--- config.mk ---
export PLATFORM = sky130hd
export DESIGN_NAME = adpc_ctrl
export DESIGN_NICKNAME = d
export VERILOG_FILES = /design/src/hdl/adpc_pkg.sv /design/src/hdl/adpc_ctrl.sv
export SDC_FILE = /design/constraint.sdc
export NUM_CORES = 1
export LEC_CHECK = 0
export BUFFER_PORTS_ARGS = -buffer_cell sky130_fd_sc_hd__buf_4
export CAP_MARGIN = 20
export CORE_AREA = 4 4 41 43
export DETAILED_ROUTE_END_ITERATION = 6
export DIE_AREA = 0 0 45 47
export HOLD_SLACK_MARGIN = 0.06
export PLACE_DENSITY = 0.76
export SYNTH_ARGS = -nofsm -noshare
export SYNTH_HDL_FRONTEND = slang
export SYNTH_SLANG_ARGS = --single-unit
--- constraint.sdc ---
create_clock -name clk_i -period 2.27 [get_ports clk_i]
set_input_delay 0.454 -clock clk_i [delete_from_list [all_inputs] [get_ports clk_i]]
set_output_delay 0.454 -clock clk_i [all_outputs]
set_load 0.05 [all_outputs]
--- src/hdl/adpc_pkg.sv ---
package adpc_pkg;

  localparam int NVel = 32;
  localparam int NCd = 16;
  localparam int TableWords = NVel * NCd;
  localparam int TableAw = $clog2(TableWords);
  localparam int ColW = $clog2(NCd);
  localparam int RowW = $clog2(NVel);
  localparam logic [31:0] DtNominalUs = 32'd10000;
  localparam logic signed [31:0] PosMin = 32'sd0;
  localparam logic signed [31:0] PosMax = 32'sd196608;

  // register indexes
  localparam logic [2:0] RegVelMin = 3'd0;
  localparam logic [2:0] RegVelStep = 3'd1;
  localparam logic [2:0] RegCdMin = 3'd2;
  localparam logic [2:0] RegCdStep = 3'd3;
  localparam logic [2:0] RegTarget = 3'd4;
  localparam logic [2:0] RegGainP = 3'd5;
  localparam logic [2:0] RegGainI = 3'd6;
  localparam logic [2:0] RegDeadband = 3'd7;

  localparam logic OpLoad = 1'b0;

  typedef struct packed {
    logic              op;
    logic [8:0]        table_index;
    logic [19:0]       table_value;
    logic signed [15:0] accel_up;
    logic signed [23:0] altitude;
    logic signed [19:0] velocity;
    logic [15:0]       measured_cd;
    logic signed [31:0] motor_pos;
    logic [31:0]       time_us;
  } in_item_t;

  typedef struct packed {
    logic signed [31:0] motor_target;
    logic [15:0]       desired_cd;
    logic              controller_active;
  } out_item_t;

  typedef struct packed {
    logic signed [19:0] vel_min;
    logic [18:0]       vel_step;
    logic [15:0]       cd_min;
    logic [15:0]       cd_step;
    logic [22:0]       goal_alt;
    logic [30:0]       gain_p;
    logic [30:0]       gain_i;
    logic [15:0]       drag_deadband;
  } cfg_t;

  typedef enum logic [4:0] {
    S_IDLE, S_PREP, S_CLAMP, S_DIV, S_REM, S_RD0, S_RD1, S_MUL0, S_MUL1,
    S_GDIV, S_CMP, S_ERR, S_PMUL, S_PSUM, S_IMUL, S_IMUL2, S_ISUM, S_OUT, S_HOLD
  } state_e;

  // commands from the sequencer to the datapath
  typedef struct packed {
    logic start;
    logic load;
    logic prep;
    logic clamp;
    logic div_start;
    logic rem;
    logic rd0;
    logic rd1;
    logic mul0;
    logic mul1;
    logic gdiv_start;
    logic cmp;
    logic err;
    logic pmul;
    logic psum;
    logic imul;
    logic imul2;
    logic isum;
    logic out;
  } cmd_t;

  typedef struct packed {
    logic div_done;
    logic last_col;
    logic burn;
  } sts_t;

endpackage

--- src/hdl/adpc_ctrl.sv ---
module adpc_ctrl (
  input  logic           clk_i,
  input  logic           rst_ni,
  input  logic           go_i,
  input  logic           load_i,
  input  logic           out_ready_i,
  input  adpc_pkg::sts_t sts_i,
  output adpc_pkg::cmd_t cmd_o,
  output logic           busy_o,
  output logic           out_valid_o
);
  import adpc_pkg::*;

  state_e state_q, state_d;

  // next state
  always_comb begin
    state_d = state_q;
    case (state_q)
      S_IDLE:  if (go_i) state_d = S_PREP;
      S_PREP:  state_d = sts_i.burn ? S_OUT : S_CLAMP;
      S_CLAMP: state_d = S_DIV;
      S_DIV:   if (sts_i.div_done) state_d = S_REM;
      S_REM:   state_d = S_RD0;
      S_RD0:   state_d = S_RD1;
      S_RD1:   state_d = S_MUL0;
      S_MUL0:  state_d = S_MUL1;
      S_MUL1:  state_d = S_GDIV;
      S_GDIV:  if (sts_i.div_done) state_d = S_CMP;
      S_CMP:   state_d = sts_i.last_col ? S_ERR : S_RD0;
      S_ERR:   state_d = S_PMUL;
      S_PMUL:  state_d = S_PSUM;
      S_PSUM:  state_d = S_IMUL;
      S_IMUL:  state_d = S_IMUL2;
      S_IMUL2: state_d = S_ISUM;
      S_ISUM:  state_d = S_OUT;
      S_OUT:   state_d = S_HOLD;
      S_HOLD:  if (out_ready_i) state_d = S_IDLE;
      default: state_d = S_IDLE;
    endcase
  end

  // command decode
  always_comb begin
    cmd_o = '0;
    cmd_o.start = (state_q == S_IDLE) && go_i;
    cmd_o.load = (state_q == S_IDLE) && load_i;
    case (state_q)
      S_PREP:  cmd_o.prep = 1'b1;
      S_CLAMP: begin
        cmd_o.clamp = 1'b1;
        cmd_o.div_start = 1'b1;
      end
      S_REM:   cmd_o.rem = 1'b1;
      S_RD0:   cmd_o.rd0 = 1'b1;
      S_RD1:   cmd_o.rd1 = 1'b1;
      S_MUL0:  cmd_o.mul0 = 1'b1;
      S_MUL1:  begin
        cmd_o.mul1 = 1'b1;
        cmd_o.gdiv_start = 1'b1;
      end
      S_CMP:   cmd_o.cmp = 1'b1;
      S_ERR:   cmd_o.err = 1'b1;
      S_PMUL:  cmd_o.pmul = 1'b1;
      S_PSUM:  cmd_o.psum = 1'b1;
      S_IMUL:  cmd_o.imul = 1'b1;
      S_IMUL2: cmd_o.imul2 = 1'b1;
      S_ISUM:  cmd_o.isum = 1'b1;
      S_OUT:   cmd_o.out = 1'b1;
      default: ;
    endcase
  end

  assign busy_o = (state_q != S_IDLE);
  assign out_valid_o = (state_q == S_HOLD);

  always_ff @(posedge clk_i or negedge rst_ni) begin
    if (!rst_ni) begin
      state_q <= S_IDLE;
    end else begin
      state_q <= state_d;
    end
  end

endmodule

==> reports/qor.yml, run 1 <==
grt_use_total: 0.153
arrival_ns: 1.62
drive_gt1_frac: 0.376
finalSetupTns_ns: 0
fin_nets: 118
wl_um: 1530
worst-path-max-fanout: 13
hold_viol: 0
syn_avg_cell_area_um2: 6.48
cts_tree: "yes"
status: "finished clean"
antenna_found_initial: 0
fin_hold_ws_ns: 0.547
leakagePower_nw: 0.389
synth_common_cells: "nor2_1, nand2_1, nor3_1"
rsz0062_at_grt: "false"
clk_path_buf_depth: 2
largest_register_ffs: 5
powerDensity_mw_per_mm2: 1410
ys.flop_type: "dfrtp_1"
gp_congestion: 0.920
top_register: "state_q"
maxCapViolCount: 0
diodes: 0
die_w_um: 45
yosysSeqAreaShare: 0.235
final_area_um2: 795
top_regs: "state_q: 5 flops"
cts.sinks: 5
synth-edff-count: 0
synthCells: 82
critPathBufInv: 1
synth_cell_types: 26
place_area_um2: 753
synth_top_area_share: 0.235
async_flop_share: 1.00
ioPinCount: 29
fin_crit_sh: 0.915
synth_most_common_cell: "nor2_1"
yosysTopAreaCell: "dfrtp_1"
crit_path_end_kind: "output pin"
grt_pass1_wl_um: 2370
yosys-top-cells-area: "dfrtp_1, nor2_1, nand2_1"
htree_levels: 1
grt-ovfl-total: 0
maxSlewViolCount: 0
first_iter_violations: 11
grt_max_degree: 15
critPathSlowestCell: "dfrtp_1"
port_buffers: 28
synth.net_count: 90
grt_pass1_vias: 561
slew_headroom: 0.686
max_freq_mhz: 481
dpl.hpwl_um: 1180
max_stage_delay_ns: 0.52
start_kind: "register"
wire_per_inst_um: 12.3
finClkSkew_ns: 0.00326
root_buffer: "clkbuf_4"
num_rows: 13
critical_path.cell_chain: "nand2b_4 > or2_4 > nor3_2 > buf_4"
setup_violations: 0
clk_pin_slew_ns: 0.04
ant_nets: 0
syn_area_um2: 532
drc_errors: 0
vias: 656
ys_seq_elements: 5
first_pass_iters: 4
ys.warnings.count: 0
core_area_mm2: 0.00130
hold_class: "in2async"
crit_type: "reg2out"
fin_crit_ns: 2.08
crit_family: "simple AND/OR/NAND/NOR gates"
vias_per_cell: 5.29
cts_buffers: 3
die-area_mm2: 0.00212
syn_to_final_growth_pct: 49.4
clock_latency_ns: 0.24
ir_worst_vdd_mv: 0.762
die_y_um: 47
tightest_slew_ns: 0.471
cp.required_ns: 1.82
start_util: 0.409
## worst register-to-register path: stages (launching register included)
cell	delay [ns]
dfrtp_1	0.52
nand2b_4	0.24
or2_4	0.27
or3_4	0.38
o211ai_2	0.09
mux2_1	0.34
## per-layer routing
metal  global-route usage  part of all wire
met3               0.0307             0.066
met4               0.0877                 0
met2                0.263              0.52
met1                0.176              0.41
met5                    0                 0
## layout by cell type, fill, tap and decap left out
master and n:
nand2_1 12, nor2b_1 2, nor2_1 18, or3_4 1, buf_4 29, xor2_1 1, nand3_1 1, a21oi_1 5
nand2b_4 1, and2_1 2, nor3_1 3, a211oi_1 1, a21o_1 1, clkbuf_4 3, dfrtp_1 5, dlygate4sd3_1 1
a2111oi_0 1, o211ai_2 1, o21ai_0 4, nand4b_1 1, nand2b_1 3, or2_4 1, clkbuf_1 1, mux2_1 1
nand3b_1 1, inv_1 3, nor3_2 5, a22oi_1 1
## area by class of cell
cell class / count / area [um^2]
fill: 117 / 507
timing repair buffer: 30 / 228
tap: 15 / 18.8
multi-input combinational: 67 / 385
inverter: 3 / 11.3
sequential: 5 / 125
clock buffer: 4 / 26.3
## worst paths after layout
kind,start,to,slack (ns),cells after the start
max,state_q[0]$_DFFE_PN0P_,cmd_o[14],0.19,4
min,rst_ni,state_q[1]$_DFFE_PN0P_,0.55,2
max reg2reg,state_q[0]$_DFFE_PN0P_,state_q[1]$_DFFE_PN0P_,0.32,5
min reg2reg,state_q[2]$_DFFE_PN0P_,state_q[3]$_DFFE_PN0P_,0.65,2
max in group asynchronous,rst_ni,state_q[3]$_DFFE_PN0P_,1.62,2
min in group clk_i,out_ready_i,state_q[4]$_DFFE_PN0P_,0.56,3
## where the power goes
group          switching [mW]  internal (mW)  total, mW
Sequential              0.103          0.125      0.228
Clock                  0.0336         0.0663     0.0999
Combinational           0.528          0.264      0.793
## kinds of logic after synthesis
kind of cell              count (synthesis)  synth area share
and+or+nand+nor                          51             0.473
AOI/OAI and AO/OA                        14             0.167
buffers and inverters                    10            0.0870
DFF                                       5             0.235
xor gates and xnor gates                  1            0.0165
muxes                                     1            0.0212
## stage by stage
| stage | util | power, mW | worst slack, ns | instances |
|---|---|---|---|---|
| 5_1_grt | 0.611 | 1.21 | 0.0833 | 124 |
| 3_3_place_gp | 0.579 | 0.999 | 0.364 | 119 |
| 2_1_floorplan | - | 0.812 | -0.0332 | 82 |
| 4_1_cts | 0.607 | 1.12 | 0.119 | 124 |
| 3_5_place_dp | 0.579 | 1.01 | 0.326 | 119 |
| 6_report | 0.611 | 1.12 | 0.192 | 124 |
## repair_timing
item / CTS / global route
setup buffers: 0 / 0
gates resized for setup: 0 / 1
hold buffers: 1 / 0
setup endpoints to repair: 0 / 2
hold endpoints to repair: 5 / 0
Note: power is estimated with default switching activity, not from simulation.
==> run 2: changes to the inputs <==
- PLACE_DENSITY: 0.76 -> 0.83
==> run 2 against run 1 <==
Effect of this change:
- worst hold slack improved by 0.0032 ns
- sequential share of layout area increased by 0.10 points
- clock power decreased by 2.1%
- power about the same
- critical endpoint is now cmd_o[18]
==> reports/qor.yml, run 2 (synthesis gave the netlist of run 1 again) <==
root_buffer: "clkbuf_4"
crit_path_end_kind: "output pin"
final_cells: 124  # unchanged
ant_nets: 0  # unchanged
hold_class: "in2reg"
drc_errors: 0  # unchanged
drive_gt1_frac: 0.367  # -0.00917
wl_um: 1630  # +7.0%
postCtsHoldBufs: 1  # unchanged
maxSlewViolCount: 0  # unchanged
hold_viol: 0  # unchanged
first_iter_violations: 19  # +8
cp.required_ns: 1.82  # about the same
slew_headroom: 0.691  # +0.00556
multi_input_comb_area_um2: 380  # -1.3%
worstReg2RegStart: "state_q[0]$_DFFE_PN0P_"
diodes: 0  # unchanged
fin_crit_ns: 2.12  # +0.0389 ns
final_area_um2: 790  # -0.63%
top_register: "state_q"
num_rows: 13  # unchanged
fin_crit_sh: 0.933  # +0.0171
grt-ovfl-total: 0  # unchanged
grt_use_met2: 0.294  # +0.0311
die_w_um: 45  # unchanged
regArea_um2: 125  # unchanged
grt_pass1_vias: 603  # +7.5%
busiest_layer: "met2"
clk_pin_slew_ns: 0.04  # about the same
setup_ws_ns: 0.153  # -0.0389 ns
cts_setup_buffers: 0  # unchanged
mostFrequentLayoutCell: "buf_4"
clock_latency_ns: 0.23  # about the same
htree_levels: 1  # unchanged
worst-path-max-fanout: 12  # -1
port_buffers: 28  # unchanged
top_regs: "state_q: 5 flops"
fillCellCount: 122  # +4.3%
core_area_mm2: 0.00130  # unchanged
syn_to_final_growth_pct: 48.5
gp_congestion: 0.853  # -7.3%
die-area_mm2: 0.00212  # unchanged
maxCapViolCount: 0  # unchanged
leakagePower_nw: 0.387  # -0.57%
final_cell_mix: "buf_4, nor2_1, nand2_1"
antenna_found_initial: 0  # unchanged
dpl_worst_slack_ns: 0.312  # -0.0144 ns
cts_tree: "yes"
grt_pass1_wl_um: 2590  # +9.3%
finClkSkew_ns: 0.00157  # -0.00169 ns
dpl.hpwl_um: 1260  # +6.8%
wire_per_inst_um: 13.2  # +7.0%
finalSetupTns_ns: 0  # unchanged
die_y_um: 47  # unchanged
dp_cells: 119  # unchanged
met3_usage: 0.0115  # -0.0192
grt_util_met1: 0.204  # +0.0283
vias_per_cell: 5.26  # -0.61%
place_area_um2: 753  # unchanged
clk_path_buf_depth: 2  # unchanged
fin_nets: 118  # unchanged
grt_max_degree: 15  # unchanged
hold_start: "out_ready_i"
status: "finished clean"
first_pass_iters: 4  # unchanged
largest_register_ffs: 5  # unchanged
critPathLaunch: "state_q[1]$_DFFE_PN0P_"
cts_resized: 0  # unchanged
rsz0062_at_grt: "false"
tightest_slew_ns: 0.463  # -0.00834 ns
start_kind: "register"
ir_worst_vdd_mv: 0.759  # -0.35%
grt_use_total: 0.168  # +0.0152
powerDensity_mw_per_mm2: 1420  # +0.53%
vias: 652  # -0.61%
setup_violations: 0  # unchanged
max_freq_mhz: 472  # -1.8%
cts_buffers: 3  # unchanged
ioPinCount: 29  # unchanged
cts.sinks: 5  # unchanged
arrival_ns: 1.66  # +0.04 ns
start_util: 0.409  # unchanged
crit_type: "reg2out"
## run 2: cell counts in the layout (fill, tap and decap cells not counted)
Identical to the previous run, type by type.
## run 2: report_power, final
group          total (mW)  internal (mW)  switching (mW)
clock              0.0978         0.0662          0.0317
combinational       0.789          0.262           0.527
sequential          0.233          0.125           0.108
## run 2: cell type report
class	count	share of cell area
Multi-Input combinational cell	67	0.482
Clock buffer	4	0.0333
Inverter	3	0.0143
Timing Repair Buffer	30	0.288
Sequential cell	5	0.158
Tap cell	15	0.0238
## run 2: critical path, stage by stage, from the launching register on
cell,delay [ns]
dfrtp_1,0.54
nor2_1,0.19
nand2_1,0.11
nor3_1,0.23
and2_1,0.17
buf_4,0.19
## run 2: worst paths after layout
check                                    endpoint  slack [ns]  cells after the start
max reg2reg                state_q[1]$_DFFE_PN0P_        0.29                      5
max in group asynchronous  state_q[2]$_DFFE_PN0P_        1.61                      2
min                        state_q[4]$_DFFE_PN0P_        0.55                      3
min reg2reg                state_q[3]$_DFFE_PN0P_        0.66                      2
max                                     cmd_o[18]        0.15                      5
min in group asynchronous  state_q[1]$_DFFE_PN0P_        0.56                      2
## run 2: through the flow
| stage | hold WS, ns | util | power [mW] |
|---|---|---|---|
| after floorplan | 0.158 | - | 0.812 |
| after global placement | 0.256 | 0.579 | 0.995 |
| after detailed placement | 0.257 | 0.579 | 1.01 |
| after CTS | 0.545 | 0.607 | 1.12 |
| after global routing | 0.577 | 0.607 | 1.21 |
| final | 0.550 | 0.607 | 1.12 |
## run 2: per-layer routing
| layer | routed length (um) | up-vias |
|---|---|---|
| met5 | 0 | - |
| met4 | 27 | 0 |
| met3 | 123 | 4 |
| met2 | 799 | 28 |
| met1 | 683 | 291 |
| li1 | - | 329 |
==> run 3: changes to the inputs <==
- BUFFER_PORTS_ARGS: -buffer_cell sky130_fd_sc_hd__buf_4 -> -buffer_cell sky130_fd_sc_hd__buf_2
- MAX_ROUTING_LAYER: not set -> met4
==> run 3 against run 2 <==
Effect of this change:
- setup slack improved by 0.033 ns
- combinational power decreased by 6.8%
- sequential share of layout area increased by 2.0 points
- routed wire length decreased by 11%
- utilization decreased by 5.1 points
- critical endpoint unchanged
- largest power group unchanged
- count of clock-buffer cells in the layout unchanged
- highest routed layer is now met3
==> reports/qor.yml, run 3 (synthesis gave the netlist of run 1 again) <==
p_total_mw: 1.07  # -4.8%
first_pass_iters: 4  # unchanged
num_rows: 13  # unchanged
largest_register_ffs: 5  # unchanged
cts_buffers: 3  # unchanged
maxCapViolCount: 0  # unchanged
grt-ovfl-total: 0  # unchanged
worstReg2RegStart: "state_q[0]$_DFFE_PN0P_"
clk_pin_slew_ns: 0.04  # about the same
fin_nets: 118  # unchanged
final_cell_mix: "buf_2, nor2_1, nand2_1"
hold_viol: 0  # unchanged
setup_ws_ns: 0.186  # +0.0327 ns
clock_latency_ns: 0.23  # about the same
start_kind: "register"
met3_usage: 0.0153  # +0.00383
status: "finished clean"
slew_headroom: 0.710  # +0.0191
core_area_mm2: 0.00130  # unchanged
grt_use_total: 0.150  # -0.0183
ant_nets: 0  # unchanged
cts.sinks: 5  # unchanged
arrival_ns: 1.63  # -0.03 ns
die_y_um: 47  # unchanged
fin_crit_sh: 0.918  # -0.0144
ioPinCount: 29  # unchanged
gp_congestion: 0.902  # +5.7%
hold_class: "in2reg"
powerDensity_mw_per_mm2: 1470  # +3.9%
leakagePower_nw: 0.376  # -2.7%
clk_path_buf_depth: 2  # unchanged
antenna_found_initial: 0  # unchanged
port_buffers: 28  # unchanged
rsz0062_at_grt: "false"
first_iter_violations: 17  # -2
grt_max_degree: 15  # unchanged
start_util: 0.409  # unchanged
fillCellCount: 136  # +11%
cts_tree: "yes"
setup_violations: 0  # unchanged
htree_levels: 1  # unchanged
top_register: "state_q"
drc_errors: 0  # unchanged
syn_to_final_growth_pct: 36.0
dp_cells: 119  # unchanged
worst-path-max-fanout: 12  # unchanged
critPathLaunch: "state_q[1]$_DFFE_PN0P_"
wl_um: 1450  # -11%
vias_per_cell: 5.10  # -3.1%
wire_per_inst_um: 11.7  # -11%
die_w_um: 45  # unchanged
grt_pass1_wl_um: 2280  # -12%
cts_setup_buffers: 0  # unchanged
grt_use_met2: 0.226  # -0.0678
grt_util_met1: 0.206  # +0.00232
tightest_slew_ns: 0.434  # -0.0286 ns
cp.required_ns: 1.82  # about the same
fin_crit_ns: 2.08  # -0.0327 ns
finalSetupTns_ns: 0  # unchanged
ir_worst_vdd_mv: 0.659  # -13%
crit_type: "reg2out"
hold_start: "out_ready_i"
max_freq_mhz: 480  # +1.6%
dpl_worst_slack_ns: 0.316  # +0.00385 ns
busiest_layer: "met2"
mostFrequentLayoutCell: "buf_2"
diodes: 0  # unchanged
final_cells: 124  # unchanged
grt_pass1_vias: 519  # -14%
finClkSkew_ns: 0.000442  # -0.00113 ns
crit_path_end_kind: "output pin"
vias: 632  # -3.1%
maxSlewViolCount: 0  # unchanged
drive_gt1_frac: 0.394  # +0.0275
top_regs: "state_q: 5 flops"
die-area_mm2: 0.00212  # unchanged
dpl.hpwl_um: 1140  # -9.3%
root_buffer: "clkbuf_4"
==> run 3: cell types whose count changed in the layout (fill, tap and decap cells not counted) <==
cell     previous run  this run
dfrtp_2             0         3
buf_2               0        28
buf_4              29         1
dfrtp_1             5         2
==> run 3: worst max-delay path: stages (launching register included) <==
cell and delay, ns:
dfrtp_2 0.50, nor2_1 0.15, nand2_1 0.10, nor3_1 0.23, and2_1 0.16, buf_2 0.25
==> run 3: per-layer routing <==
| layer | wire length [um] | vias up | part of all wire |
|---|---|---|---|
| met3 | 98 | 0 | 0.067 |
| met5 | 0 | - | 0 |
| li1 | - | 328 | - |
| met2 | 726 | 20 | 0.50 |
| met1 | 628 | 284 | 0.43 |
| met4 | 0 | 0 | 0 |
==> run 3: final timing paths <==
kind / end / slack, ns / cells after the start
max: cmd_o[18] / 0.19 / 5
min: state_q[4]$_DFFE_PN0P_ / 0.55 / 3
max reg2reg: state_q[1]$_DFFE_PN0P_ / 0.38 / 5
min reg2reg: state_q[3]$_DFFE_PN0P_ / 0.65 / 2
max in group asynchronous: state_q[3]$_DFFE_PN0P_ / 1.57 / 2
min in group asynchronous: state_q[2]$_DFFE_PN0P_ / 0.56 / 2
==> run 3: cell type report <==
class	count	area [um^2]	area share
multi-input combinational	67	380	0.526
timing repair buffer	30	158	0.218
sequential	5	129	0.178
clock buffer	4	26.3	0.0363
tap	15	18.8	0.0260
inverter	3	11.3	0.0156
==> run 3: power by group <==
group | total (mW) | leakage, nW | internal, mW | switching, mW
clock | 0.0986 | 0.0150 | 0.0662 | 0.0324
combinational | 0.735 | 0.301 | 0.218 | 0.516
sequential | 0.233 | 0.0603 | 0.129 | 0.104
==> run 3: timing repair <==
action	CTS	global route
resized for setup	0	3
hold buffers	1	0
hold endpoints to repair	5	0
setup endpoints to repair	0	2
==> run 3: stage by stage <==
stage | util | cell area (um^2) | hold slack (ns)
6_report | 0.556 | 723 | 0.547
5_1_grt | 0.556 | 723 | 0.554
4_1_cts | 0.553 | 719 | 0.540
3_5_place_dp | 0.525 | 683 | 0.270
3_3_place_gp | 0.525 | 683 | 0.270
2_1_floorplan | - | 552 | 0.158
